$ cat src/hw/rtl/jet_pkg.sv
// jet_pkg: types, codes and helpers shared by the joystick event translator.
// Holds the input/output word structs, queue bundle and config structs.
// No dependencies.
package jet_pkg;

  // Input action codes; codes above ACT_LOAD_AXIS are ignored.
  typedef enum logic [2:0] {
    ACT_BUTTON      = 3'd0,
    ACT_AXIS        = 3'd1,
    ACT_HAT         = 3'd2,
    ACT_LOAD_BUTTON = 3'd3,
    ACT_LOAD_AXIS   = 3'd4
  } jet_action_e;

  // Configuration register indexes.
  typedef enum logic [2:0] {
    REG_BUTTON_COUNT   = 3'd0,
    REG_AXIS_COUNT     = 3'd1,
    REG_HAT_COUNT      = 3'd2,
    REG_AXIS_THRESHOLD = 3'd3,
    REG_HAT_LEFT_ID    = 3'd4,
    REG_HAT_RIGHT_ID   = 3'd5,
    REG_HAT_UP_ID      = 3'd6,
    REG_HAT_DOWN_ID    = 3'd7
  } jet_reg_e;

  // Direction of one hat axis.
  typedef enum logic [1:0] {
    DIR_NONE = 2'd0,
    DIR_NEG  = 2'd1,
    DIR_POS  = 2'd2
  } jet_dir_e;

  localparam logic [3:0]  HAT_UP    = 4'd1;
  localparam logic [3:0]  HAT_RIGHT = 4'd2;
  localparam logic [3:0]  HAT_DOWN  = 4'd4;
  localparam logic [3:0]  HAT_LEFT  = 4'd8;

  localparam logic [14:0] AXIS_THRESHOLD_RESET = 15'd16384;

  localparam int QDEPTH = 2;   // event queue depth, power of two
  localparam int EVMAX  = 4;   // most events one item can cause

  typedef struct packed {
    logic [2:0]         action;
    logic [7:0]         index;
    logic signed [15:0] value;
    logic [15:0]        map_low;
    logic [15:0]        map_high;
  } jet_in_t;

  typedef struct packed {
    logic [15:0] button_id;
    logic        pressed;
    logic        last;
  } jet_out_t;

  typedef struct packed {
    logic [15:0] id;
    logic        pressed;
  } jet_event_t;

  // All events of one item; last_sel is the slot of the final event.
  typedef struct packed {
    jet_event_t [EVMAX-1:0] events;
    logic [1:0]             last_sel;
  } jet_bundle_t;

  typedef struct packed {
    logic full;
    logic empty;
  } jet_qsts_t;

  typedef struct packed {
    logic [8:0]  button_count;
    logic [8:0]  axis_count;
    logic [4:0]  hat_count;
    logic [14:0] axis_threshold;
    logic [15:0] hat_left_id;
    logic [15:0] hat_right_id;
    logic [15:0] hat_up_id;
    logic [15:0] hat_down_id;
  } jet_cfg_t;

  function automatic jet_dir_e hat_dir(logic [3:0] bits, logic [3:0] neg, logic [3:0] pos);
    logic [3:0] m;
    m = bits & (neg | pos);
    if (m == neg) return DIR_NEG;
    if (m == pos) return DIR_POS;
    return DIR_NONE;
  endfunction

endpackage

$ cat src/hw/rtl/jet_fifo.sv
// jet_fifo: short queue of event bundles between front and back.
// Depends on jet_pkg.
module jet_fifo (
  input  logic                clk_i,
  input  logic                rst_ni,
  input  logic                push_i,
  input  jet_pkg::jet_bundle_t bundle_i,
  input  logic                pop_i,
  output jet_pkg::jet_bundle_t bundle_o,
  output jet_pkg::jet_qsts_t  qsts_o
);
  import jet_pkg::*;

  localparam int PW = (QDEPTH > 1) ? $clog2(QDEPTH) : 1;

  jet_bundle_t     entry_q [QDEPTH];
  logic [PW-1:0]   wr_ptr_q, rd_ptr_q;
  logic [PW:0]     cnt_q, cnt_d;

  always_ff @(posedge clk_i) begin
    if (push_i) begin
      entry_q[wr_ptr_q] <= bundle_i;
    end
  end

  always_comb begin
    cnt_d = cnt_q;
    if (push_i && !pop_i) cnt_d = cnt_q + 1'b1;
    if (pop_i && !push_i) cnt_d = cnt_q - 1'b1;
  end

  always_ff @(posedge clk_i or negedge rst_ni) begin
    if (!rst_ni) begin
      wr_ptr_q <= '0;
      rd_ptr_q <= '0;
      cnt_q    <= '0;
    end else begin
      if (push_i) wr_ptr_q <= wr_ptr_q + 1'b1;
      if (pop_i)  rd_ptr_q <= rd_ptr_q + 1'b1;
      cnt_q <= cnt_d;
    end
  end

  assign bundle_o     = entry_q[rd_ptr_q];
  assign qsts_o.full  = (cnt_q == (PW+1)'(QDEPTH));
  assign qsts_o.empty = (cnt_q == '0);

endmodule

$ cat config.mk
export PLATFORM = sky130hd
export DESIGN_NAME = jet_fifo
export DESIGN_NICKNAME = d
export VERILOG_FILES = /design/src/hw/rtl/jet_pkg.sv /design/src/hw/rtl/jet_fifo.sv
export SDC_FILE = /design/constraint.sdc
export NUM_CORES = 1
export LEC_CHECK = 0
export BUFFER_PORTS_ARGS = -buffer_cell sky130_fd_sc_hd__buf_4
export CAP_MARGIN = 20
export CORE_MARGIN = 2
export CORE_UTILIZATION = 59
export CTS_BUF_LIST = sky130_fd_sc_hd__clkbuf_2 sky130_fd_sc_hd__clkbuf_4 sky130_fd_sc_hd__clkbuf_8
export CTS_CLUSTER_DIAMETER = 60
export DETAILED_ROUTE_END_ITERATION = 10
export GPL_ROUTABILITY_DRIVEN = 0
export GPL_TIMING_DRIVEN = 0
export PLACE_DENSITY = 0.95
export SYNTH_ARGS = -nofsm -noshare
export SYNTH_HDL_FRONTEND = slang
export SYNTH_SLANG_ARGS = --single-unit
$ cat constraint.sdc
create_clock -name clk_i -period 6.85 [get_ports clk_i]
set_input_delay 0.3425 -clock clk_i [delete_from_list [all_inputs] [get_ports clk_i]]
set_output_delay 0.3425 -clock clk_i [all_outputs]
set_load 0.01 [all_outputs]
==> summary.md <==
| Metric | Value |
|---|---|
| Status | complete, no violations |
| Endpoints failing hold | 0 |
| CTS max path bufs | 2 |
| Via count | 2701 |
| Min Tclk post-route | 1.949 ns |
| Final Skew | 0.006081 ns |
| Mapped Cells | 234 |
| Net Sw Frac | 0.2833 |
| Avg Vias per Cell | 5.145 |
| Synthesized flop and latch total | 144 |
| Clk_lat worst skew | 0.42 ns |
| Die area | 10260 sq um |
| 1st-iter DRT viols | 111 |
| ANT cells | 0 |
| Synth Warn # | 0 |
| Worst EP required | 6.51 ns |
| Psw | 0.8361 mW |
| I/O pin total | 146 |
| Reg clk slew, reported paths | 0.08 ns |
| Util after Layout | 0.7893 |
| Final WS setup | 4.901 ns |
| Initial Utilization | 0.6075 |
| Max stage delay cell, worst path | dfrtp_1 |
| Drt wl/cell | 17.96 um |
| Overall routing resource usage | 0.1856 |
| Syn-to-layout area delta | 29.92% |
| R2R cell count | 1 |
| Clock share of power | 0.212 |
| Leakage | 2.950 nW |
| Max stage delay on crit path | 0.34 ns |
| Internal | 2.115 mW |
| CP delay by family, top | buffers and inverters |
| Cell Chain, Critical Path | buf_6, buf_12, mux2_4, buf_4 |
| Sequential share of power | 0.414 |
| Critical Path Sink Type | output port |
| Peak VDD IR | 379.1 uV |
| Place WS | 5.117 ns |
| Sink Count | 144 |
| Initial antenna violation count | 0 |
| Die Y | 101.3 um |
| RSZ-0062 raised after global routing | false |
| Hold path depth | 1 |
| CTS tree | yes |
| Most frequent cells in the layout | buf_4 (145), edfxtp_1 (140), mux2_4 (69) |
| Syn Std Cell Area | 5587 sq um |
| Core Region | 9196 sq um |
| Critical Path AT | 1.61 ns |
| H-tree depth | 4 |
| First-pass GRT wire length | 13900 um |
| Total negative slack | 0 ns |
| Fmax achieved | 513.1 MHz |
| DR pass1 iterations | 4 |
| Avg Synthesized Cell Area | 23.87 sq um |
| Pin count of the biggest net entering global routing | 71 |
| Max Slew Vio Count | 0 |
| Routed WL | 9431 um |
| Total of max-cap violations | 0 |
| Post-route ant nets | 0 |
| Die X | 101.3 um |
| Crit path launch type | register |
| Worst path depth | 4 |
| Crit share post-route | 0.2845 |
| Comb pwr share | 0.373 |
| Total CTS buffers | 17 |
| Root Driver | clkbuf_8 |
| Pwr/cell area | 406.5 nW/um^2 |
| Residual DRC | 0 |
| Vias in the first global route | 2767 |
| Maximum fanout along the worst path | 10 |
| Share of layout cells above drive strength 1 | 0.6256 |
| Commonest non-fill, non-tap cell in the layout | buf_4 |
| Finish-stage setup viols | 0 |
| Netlist cell types | 13 |
| Nets@finish | 476 |
| Worst Max-Slew Pin Slew | 0.9602 ns |
| Non-filler instance count after layout | 525 |
| Seq/Total Area, Yosys | 0.7704 |
| Mapped Nets | 309 |
| Worst path bufs/invs | 3 |
| Number of cells after detailed placement | 492 |
| Kind of critical path | reg -> out |
| Grt ovf | 0 |
| Port Buffer Count | 145 |
| PostCTS Resize Cnt | 0 |
| DP HPWL | 6513 um |
| Std cell rows | 35 |
| Hold crit path type | in -> reg |
| Slew margin rel. | 0.3599 |
==> per-layer routing <==
layer | track usage | part of all wire
met1 | 0.2171 | 0.39
met2 | 0.3214 | 0.53
met3 | 0.06694 | 0.065
met4 | 0.05925 | 0.012
met5 | 0 | 0
==> stage by stage <==
step	area (sq um)	hold slack (ns)	power, mW
6_report	7258	0.1011	2.951
5_1_grt	7258	0.06698	3.079
4_1_cts	7258	0.07555	2.983
3_5_place_dp	6864	0.1427	2.359
3_3_place_gp	6814	0.1403	2.326
2_1_floorplan	5587	0.04691	1.938
==> cell type report <==
type	instances	area (sq um)
multi-input cells	81	1137
clock buffers	19	255.2
flip-flops and latches	144	4304
repair buffers	148	1139
inverters	1	3.754
clock inverters	13	128.9
well taps	111	138.9
plain buffers	8	151.4
fillers	484	1938
==> synthesized netlist by cell type (all sizes together) <==
library cell	number	share of area
edfxtp	140	0.75
xnor2	2	0.0031
nor2	3	0.0020
and2	1	0.0011
dfrtp	4	0.018
buf	8	0.027
mux2	70	0.19
ha	1	0.0022
inv	1	0.00067
xor2	3	0.0047
nor2b	1	0.0011
==> power by group through the flow <==
stage          clock (mW)  combinational, mW  sequential [mW]
2_1_floorplan           0              0.702             1.24
3_3_place_gp            0               1.08             1.25
3_5_place_dp            0               1.12             1.24
4_1_cts             0.639               1.12             1.22
5_1_grt             0.675               1.17             1.24
6_report            0.627               1.10             1.22
==> worst paths after layout <==
check                                 end  slack [ns]          from
min in group asynchronous        rd_ptr_q        0.25        rst_ni
hold reg to reg                  cnt_q[1]        0.54      cnt_q[1]
max in group asynchronous        cnt_q[1]        6.50        rst_ni
hold / removal             entry_q[0][17]        0.10  bundle_i[17]
setup reg to reg           entry_q[1][29]        5.18      wr_ptr_q
setup / recovery             bundle_o[29]        4.90      rd_ptr_q
==> registers in the layout, summed over array words and instances, names as in the netlist <==
register	flops
entry_q	140
cnt_q	2
wr_ptr_q	1
rd_ptr_q	1
==> repair_timing <==
action | 4_1_cts | 5_1_grt
setup buffers | 0 | 0
endpoints found under the hold margin | 4 | 0
hold buffers | 1 | 0
==> cells by family after synthesis <==
family / after synthesis / share of synthesized area
flops: 144 / 0.7704
simple gates: 5 / 0.004257
buf+inv: 9 / 0.02777
mux: 70 / 0.1875
fa+ha+maj: 1 / 0.002239
xor+xnor: 5 / 0.007840
(Power assumes the default switching activity.)
