`config.mk`:
```
export PLATFORM = sky130hd
export DESIGN_NAME = jet_back
export DESIGN_NICKNAME = d
export VERILOG_FILES = /design/src/hw/rtl/jet_pkg.sv /design/src/hw/rtl/jet_back.sv
export SDC_FILE = /design/constraint.sdc
export NUM_CORES = 1
export LEC_CHECK = 0
export ABC_AREA = 1
export CORE_UTILIZATION = 45
export DETAILED_ROUTE_END_ITERATION = 7
export DONT_BUFFER_PORTS = 1
export GPL_ROUTABILITY_DRIVEN = 0
export PLACE_DENSITY = 0.63
export REMOVE_ABC_BUFFERS = 1
export SETUP_SLACK_MARGIN = 0.5
export SLEW_MARGIN = 25
export SYNTH_ARGS = -nofsm -noshare
export SYNTH_HDL_FRONTEND = slang
export SYNTH_SLANG_ARGS = --single-unit
```
`constraint.sdc`:
```
create_clock -name clk_i -period 3.3 [get_ports clk_i]
set_input_delay 0.33 -clock clk_i [delete_from_list [all_inputs] [get_ports clk_i]]
set_output_delay 0.33 -clock clk_i [all_outputs]
set_load 0.03 [all_outputs]
```
`src/hw/rtl/jet_pkg.sv`:
```
// jet_pkg: types, codes and helpers shared by the joystick event translator.
// Holds the input/output word structs, queue bundle and config structs.
// No dependencies.
package jet_pkg;

  // Input action codes; codes above ACT_LOAD_AXIS are ignored.
  typedef enum logic [2:0] {
    ACT_BUTTON      = 3'd0,
    ACT_AXIS        = 3'd1,
    ACT_HAT         = 3'd2,
    ACT_LOAD_BUTTON = 3'd3,
    ACT_LOAD_AXIS   = 3'd4
  } jet_action_e;

  // Configuration register indexes.
  typedef enum logic [2:0] {
    REG_BUTTON_COUNT   = 3'd0,
    REG_AXIS_COUNT     = 3'd1,
    REG_HAT_COUNT      = 3'd2,
    REG_AXIS_THRESHOLD = 3'd3,
    REG_HAT_LEFT_ID    = 3'd4,
    REG_HAT_RIGHT_ID   = 3'd5,
    REG_HAT_UP_ID      = 3'd6,
    REG_HAT_DOWN_ID    = 3'd7
  } jet_reg_e;

  // Direction of one hat axis.
  typedef enum logic [1:0] {
    DIR_NONE = 2'd0,
    DIR_NEG  = 2'd1,
    DIR_POS  = 2'd2
  } jet_dir_e;

  localparam logic [3:0]  HAT_UP    = 4'd1;
  localparam logic [3:0]  HAT_RIGHT = 4'd2;
  localparam logic [3:0]  HAT_DOWN  = 4'd4;
  localparam logic [3:0]  HAT_LEFT  = 4'd8;

  localparam logic [14:0] AXIS_THRESHOLD_RESET = 15'd16384;

  localparam int QDEPTH = 2;   // event queue depth, power of two
  localparam int EVMAX  = 4;   // most events one item can cause

  typedef struct packed {
    logic [2:0]         action;
    logic [7:0]         index;
    logic signed [15:0] value;
    logic [15:0]        map_low;
    logic [15:0]        map_high;
  } jet_in_t;

  typedef struct packed {
    logic [15:0] button_id;
    logic        pressed;
    logic        last;
  } jet_out_t;

  typedef struct packed {
    logic [15:0] id;
    logic        pressed;
  } jet_event_t;

  // All events of one item; last_sel is the slot of the final event.
  typedef struct packed {
    jet_event_t [EVMAX-1:0] events;
    logic [1:0]             last_sel;
  } jet_bundle_t;

  typedef struct packed {
    logic full;
    logic empty;
  } jet_qsts_t;

  typedef struct packed {
    logic [8:0]  button_count;
    logic [8:0]  axis_count;
    logic [4:0]  hat_count;
    logic [14:0] axis_threshold;
    logic [15:0] hat_left_id;
    logic [15:0] hat_right_id;
    logic [15:0] hat_up_id;
    logic [15:0] hat_down_id;
  } jet_cfg_t;

  function automatic jet_dir_e hat_dir(logic [3:0] bits, logic [3:0] neg, logic [3:0] pos);
    logic [3:0] m;
    m = bits & (neg | pos);
    if (m == neg) return DIR_NEG;
    if (m == pos) return DIR_POS;
    return DIR_NONE;
  endfunction

endpackage

```
`src/hw/rtl/jet_back.sv`:
```
// jet_back: drains event bundles from the queue, one output word per cycle while
// the receiver does not stall, flagging the final event of each item. Depends on jet_pkg.
module jet_back (
  input  logic                 clk_i,
  input  logic                 rst_ni,
  input  jet_pkg::jet_qsts_t   qsts_i,
  input  jet_pkg::jet_bundle_t bundle_i,
  output logic                 pop_o,
  output logic                 out_valid_o,
  input  logic                 out_stall_i,
  output jet_pkg::jet_out_t    out_word_o
);
  import jet_pkg::*;

  logic       out_valid_q;
  jet_out_t   out_word_q;
  logic [1:0] sel_q;
  logic       load, is_last;
  jet_event_t cur;

  assign load    = !qsts_i.empty && (!out_valid_q || !out_stall_i);
  assign is_last = (sel_q == bundle_i.last_sel);
  assign cur     = bundle_i.events[sel_q];
  assign pop_o   = load && is_last;

  always_ff @(posedge clk_i) begin
    if (load) begin
      out_word_q <= '{button_id: cur.id, pressed: cur.pressed, last: is_last};
    end
  end

  always_ff @(posedge clk_i or negedge rst_ni) begin
    if (!rst_ni) begin
      out_valid_q <= 1'b0;
      sel_q       <= '0;
    end else begin
      if (load) begin
        out_valid_q <= 1'b1;
        sel_q       <= is_last ? 2'd0 : sel_q + 2'd1;
      end else if (!out_stall_i) begin
        out_valid_q <= 1'b0;
      end
    end
  end

  assign out_valid_o = out_valid_q;
  assign out_word_o  = out_word_q;

endmodule

```
==> impl_metrics.csv, run 1 <==
group,metric,value,unit
outcome,outcome,"finished, final reports clean",
synth,synth_top_family_by_area,"compound AO/OA/AOI/OAI gates",
worst_hold_path,holdPathEnd,"out_valid_o",
clock_tree,cts_buffers,3,
synth,synth-edff-count,18,
floorplan,die_area,2940,um2
synth,yosys.area.top_type,"edfxtp_1",
route,wl_per_cell,16.4,um
clock_tree,clk_latency,300,ps
route,via_per_inst,6.13,
route,drtIter0Drc,16,
timing,final_hold_viol_count,0,
setup_path,crit_fanout,20,
grt,grtUsageTotal,0.175,
setup_path,cp-start-kind,"flip-flop",
setup_path,rr_startpoint,"sel_q[1]",
final_layout,fill_cells,261,
worst_hold_path,min_path_type,"primary input to flip-flop",
clock_tree,clockBufferDepth,2,
final_layout,diodes,0,
setup_path,reg2reg_slack,1540,ps
timing,max_freq,453,MHz
final_layout,utilization,0.481,
timing,tns,0,ps
floorplan,rows,18,
timing,setup-violations-final,0,
synth,yosys_warnings,0,
synth,netlist_instances,142,
final_layout,area_growth_syn_to_layout,-1.32,%
synth,synthAdderAreaFrac,0,
synth,synth_compound_area_frac,0.225,
synth,synth_mux_area_frac,0,
floorplan,initial_utilization,0.487,
clock_tree,cts_max_level,1,
setup_path,r2r_cells,6,
timing,skew,7.22,ps
timing,rsz0062_at_grt,"no",
setup_path,cp_slowest_stage_delay,640,ps
power_and_ir_drop,p_per_area,930,nW/um2
grt,antenna_found_initial,0,
route,drtAntennaViolNets,0,
final_layout,multi_input_comb_area,487,um2
setup_path,worstPathCellList,"inv_2 -> nand2_1 -> nand2_1 -> nand2_1 -> nor2_2",
setup_path,slowest_stage,"dfrtp_1",
timing,timing.final.crit_share,0.669,
synth,synth_seq_area_share,0.501,
clock_tree,cts_setup_buffers,0,
place,dp_hpwl,1870,um
setup_path,critPathTopFamily,"flip-flops",
floorplan,core_area,2520,um2
grt,grt_overflow,0,
clock_tree,cts.sinks,21,
timing,fin_crit,2210,ps
synth,syn_area,1230,um2
timing,slew_headroom,0.536,
setup_path,path_common_cell,"nand2_1",
route,num_vias,1023,
setup_path,r2r-end,"sel_q[1]",
final_layout,fin_nets,213,
synth,synthXorXnorAreaFrac,0,
timing,slew_violations,0,
job,drv_cap,0,
synth,synth_commonest_cells,"36 x nor2_1, 20 x o21ai_0, 18 x edfxtp_1",
floorplan,die_h,54.3,um
synth,synth_cell_types,18,
synth,synthFlopType,"edfxtp_1",
setup_path,required,2970,ps
timing,worst_pin_slew,696,ps
synth,synth.most_common_cell,"nor2_1",
synth,yosys.area.top_type_share,0.440,
synth,async_flop_share,0.143,
route,drc,0,
power_and_ir_drop,leakage,0.442,nW
grt,grt_pass1_vias,874,
place,io_buffers,0,
grt,grt_pass1_wl,3660,um
worst_hold_path,hp-start,"qsts_i[0]",
worst_hold_path,hold_path_depth,1,
synth,synth_area_leaders,"edfxtp_1 44%, nor2_1 11%, o22ai_1 8.7%",
route,drt_wl_total,2730,um
power_and_ir_drop,peakVddDrop,0.441,mV
setup_path,cp.arrival,1880,ps
final_layout,drive_gt1_frac,0.0730,
clock_tree,cts_tree,"done",
setup_path,end_kind,"primary output",
setup_path,crit_buf_inv,1,
grt,grt_max_degree,39,
synth,synth-seq-cells,21,
floorplan,ios,95,
synth,postSynthAreaPerCell,8.65,um2
route,drtPass1Iterations,4,
clock_tree,root_buffer,"clkbuf_4",
final_layout,regArea,617,um2
floorplan,fp.dieW,54.3,um
setup_path,worstSetupPathType,"flip-flop to primary output",
synth,yosys.area_share.simple,0.171,
clock_tree,path_clk_slew,120,ps
## worst max-delay path by stage
stage	end	startpoint	slack (ps)	depth (start not counted)
2_1_floorplan	pop_o	sel_q[0]	1520	5
3_3_place_gp	pop_o	sel_q[0]	1270	5
3_5_place_dp	pop_o	sel_q[1]	1430	5
4_1_cts	pop_o	sel_q[1]	1060	5
5_1_grt	pop_o	sel_q[1]	940	5
6_report	pop_o	sel_q[1]	1090	5
## logic make-up (layout without fill, tap and decap cells)
group | count (synthesis) | count (layout)
AO/OA/AOI/OAI | 51 | 51
buffers and inverters | 17 | 12
AND/OR/NAND/NOR | 53 | 53
flip-flops | 21 | 21
## per-stage QoR
| step | area [um2] | setup WS, ps | power (mW) | hold WS, ps | cells |
|---|---|---|---|---|---|
| after floorplan | 1140 | 1520 | 0.902 | 34.4 | 132 |
| after global placement | 1170 | 1270 | 0.990 | 34.5 | 162 |
| after detailed placement | 1170 | 1430 | 1.02 | 34.5 | 162 |
| after CTS | 1210 | 1060 | 1.15 | 77.0 | 167 |
| after global routing | 1210 | 942 | 1.22 | 63.8 | 167 |
| final | 1210 | 1090 | 1.13 | 89.0 | 167 |
## area by class of cell
type	count	area share
multi-input combinational	104	0.401
timing repair buffer	1	0.00826
clock inverter	1	0.00413
tap	30	0.0310
sequential	21	0.509
inverter	7	0.0279
clock buffer	3	0.0186
## per-layer routing
metal | part of all wire | vias to the layer above | track usage
li1 | - | 492 | -
met1 | 0.37 | 480 | 0.182
met2 | 0.55 | 49 | 0.329
met3 | 0.077 | 2 | 0.0444
met4 | 0.0070 | 0 | 0.0726
met5 | 0 | - | 0
## registers in the layout, indices dropped and copies added, names as in the netlist
register and cells:
out_valid_o 1, sel_q 2, out_word_o 18
## placed cells by master (no fill, tap or decap), drive strengths merged
cell / n
nand3: 1
nand4: 1
dlygate4sd3: 1
clkbuf: 3
nand2: 14
clkinv: 1
o21ai: 34
inv: 7
dfrtp: 3
edfxtp: 18
nor2: 37
o22ai: 17
## where the power goes
group | switching [mW] | total (mW) | leakage [nW] | internal (mW)
Clock | 0.0770 | 0.122 | 0.0177 | 0.0451
Sequential | 0.226 | 0.631 | 0.205 | 0.405
Combinational | 0.229 | 0.375 | 0.219 | 0.146
Total | 0.531 | 1.13 | 0.442 | 0.596
## timing repair
item / CTS / global route
hold endpoints to repair: 3 / 0
hold buffers: 1 / 0
resized for setup: 0 / 0
No activity file was read; power rests on OpenSTA's default activity.
==> inputs of run 2 (changes only) <==
==> constraint.sdc (replaced) <==
create_clock -name clk_i -period 2.2 [get_ports clk_i]
set_input_delay 0.22 -clock clk_i [delete_from_list [all_inputs] [get_ports clk_i]]
set_output_delay 0.22 -clock clk_i [all_outputs]
set_load 0.03 [all_outputs]
==> impl_metrics.csv, run 2 (synthesized netlist as in run 1, its figures left out) <==
group,metric,value,unit
timing,rsz0062_at_grt,"yes",
floorplan,die_area,2940,um2
grt,met3_usage,0.0556,
timing,setup-violations-final,0,
timing,holdWs,90.7,ps
setup_path,crit_buf_inv,1,
setup_path,reg2reg_slack,650,ps
power_and_ir_drop,leakage,0.466,nW
setup_path,cp-start-kind,"flip-flop",
worst_hold_path,holdPathEnd,"out_valid_o",
grt,grt_overflow,0,
floorplan,die_h,54.3,um
floorplan,initial_utilization,0.487,
grt,antenna_found_initial,0,
place,dp_hpwl,2050,um
worst_hold_path,hold_path_depth,2,
final_layout,fin_nets,219,
power_and_ir_drop,p_clk_frac,0.102,
clock_tree,cts_buffers,3,
job,drv_cap,0,
place,io_buffers,0,
route,drtIter0Drc,23,
floorplan,ios,95,
floorplan,rows,18,
power_and_ir_drop,finalPower,1.78,mW
clock_tree,clockBufferDepth,2,
setup_path,crit_fanout,18,
timing,final_hold_viol_count,0,
setup_path,path_common_cell,"nand2_1",
setup_path,cp_slowest_stage_delay,560,ps
power_and_ir_drop,p_int,937,uW
floorplan,fp.dieW,54.3,um
route,drtAntennaViolNets,0,
route,drt_wl_total,2990,um
final_layout,drive_gt1_frac,0.105,
grt,grt_max_degree,20,
setup_path,end_kind,"primary output",
grt,grt_pass1_wl,4210,um
clock_tree,clk_latency,300,ps
timing,slew_headroom,0.773,
power_and_ir_drop,pwr-share-comb,0.413,
final_layout,diodes,0,
worst_hold_path,hp-start,"out_stall_i",
setup_path,startpoint,"sel_q[0]",
setup_path,critPathTopFamily,"flip-flops",
route,num_vias,1069,
setup_path,slowest_stage,"dfrtp_2",
grt,use_met2,0.376,
final_layout,final_cell_mix,"36 x nor2_1, 20 x o21ai_0, 18 x edfxtp_1",
outcome,outcome,"finished, final reports clean",
clock_tree,path_clk_slew,110,ps
grt,grt_busiest_layer,"met2",
setup_path,cp.arrival,1440,ps
power_and_ir_drop,p_per_area,1410,nW/um2
setup_path,required,1980,ps
timing,timing.final.crit_share,0.755,
grt,grt_use_met1,0.236,
power_and_ir_drop,p_seq_frac,0.485,
route,drc,0,
clock_tree,cts_max_level,1,
power_and_ir_drop,peakVddDrop,0.772,mV
final_layout,fill_cells,266,
grt,grt_pass1_vias,906,
route,via_per_inst,6.18,
setup_path,r2r-end,"out_word_o[8]",
setup_path,worstSetupPathType,"flip-flop to primary output",
power_and_ir_drop,p_switching,840,uW
grt,grtUsageTotal,0.206,
worst_hold_path,min_path_type,"primary input to flip-flop",
setup_path,worstPathCellList,"inv_8 -> nand2_2 -> nand2_1 -> nand2_1 -> nor2_4",
clock_tree,cts.sinks,21,
timing,tns,0,ps
timing,worst_pin_slew,340,ps
timing,fin_crit,1660,ps
setup_path,r2r_cells,4,
power_and_ir_drop,switching_share,0.473,
setup_path,rr_startpoint,"out_valid_o",
timing,max_freq,602,MHz
clock_tree,cts_tree,"done",
clock_tree,root_buffer,"clkbuf_4",
timing,slew_violations,0,
route,wl_per_cell,17.3,um
final_layout,layout_commonest_cell,"nor2_1",
timing,skew,4.82,ps
final_layout,area_growth_syn_to_layout,2.85,%
route,drtPass1Iterations,4,
floorplan,core_area,2520,um2
final_layout,largest_register_ffs,18,
==> run 2: changes by cell type in the layout (fill, tap and decap cells not counted) <==
cell           previous run  this run
dlygate4sd3_1             1         2
nor2_2                    1         0
buf_4                     0         4
inv_1                     5         4
inv_4                     0         1
clkbuf_1                  0         1
nor2_4                    0         1
==> run 2: what timing repair did <==
action / in CTS / in global routing
setup buffers: 0 / 0
hold endpoints to repair: 4 / 0
gates resized for setup: 2 / 2
gates cloned: 1 / 0
hold buffers: 2 / 0
setup endpoints to repair: 1 / 12
==> run 2: worst max path at each step <==
stage,end,slack [ps],depth (start not counted)
2_1_floorplan,pop_o,530,5
3_5_place_dp,out_word_o[16],600,4
5_1_grt,pop_o,460,5
6_report,pop_o,540,5
4_1_cts,pop_o,520,5
3_3_place_gp,out_word_o[4],610,4
==> run 2: area by class of cell <==
cell class | count | area, um2 | share of cell area
clock buffer | 4 | 26.3 | 0.0208
inverter | 7 | 35.0 | 0.0277
multi-input combinational | 104 | 492 | 0.389
sequential | 21 | 617 | 0.488
tap | 30 | 37.5 | 0.0297
timing repair buffer | 6 | 50.0 | 0.0396
timing repair inverter | 1 | 6.26 | 0.00495
==> run 2: stage by stage <==
stage | worst slack (ps) | cells | instance area [um2] | util
after global placement | 614 | 166 | 1200 | 0.477
after CTS | 523 | 173 | 1260 | 0.500
after floorplan | 525 | 132 | 1140 | -
after detailed placement | 597 | 166 | 1200 | 0.477
after global routing | 457 | 173 | 1260 | 0.501
final | 538 | 173 | 1260 | 0.501
==> run 2: per-layer routing <==
metal / up-vias / share of wire
met2: 58 / 0.54
met5: - / 0
li1: 504 / -
met3: 2 / 0.071
met4: 0 / 0.0064
met1: 505 / 0.38
==> run 2: power groups by stage <==
stage / Sequential, mW / Combinational, mW / Clock [mW]
6_report: 0.861 / 0.734 / 0.182
5_1_grt: 0.875 / 0.838 / 0.208
4_1_cts: 0.863 / 0.735 / 0.188
3_5_place_dp: 0.865 / 0.710 / 0
3_3_place_gp: 0.859 / 0.662 / 0
2_1_floorplan: 0.896 / 0.457 / 0
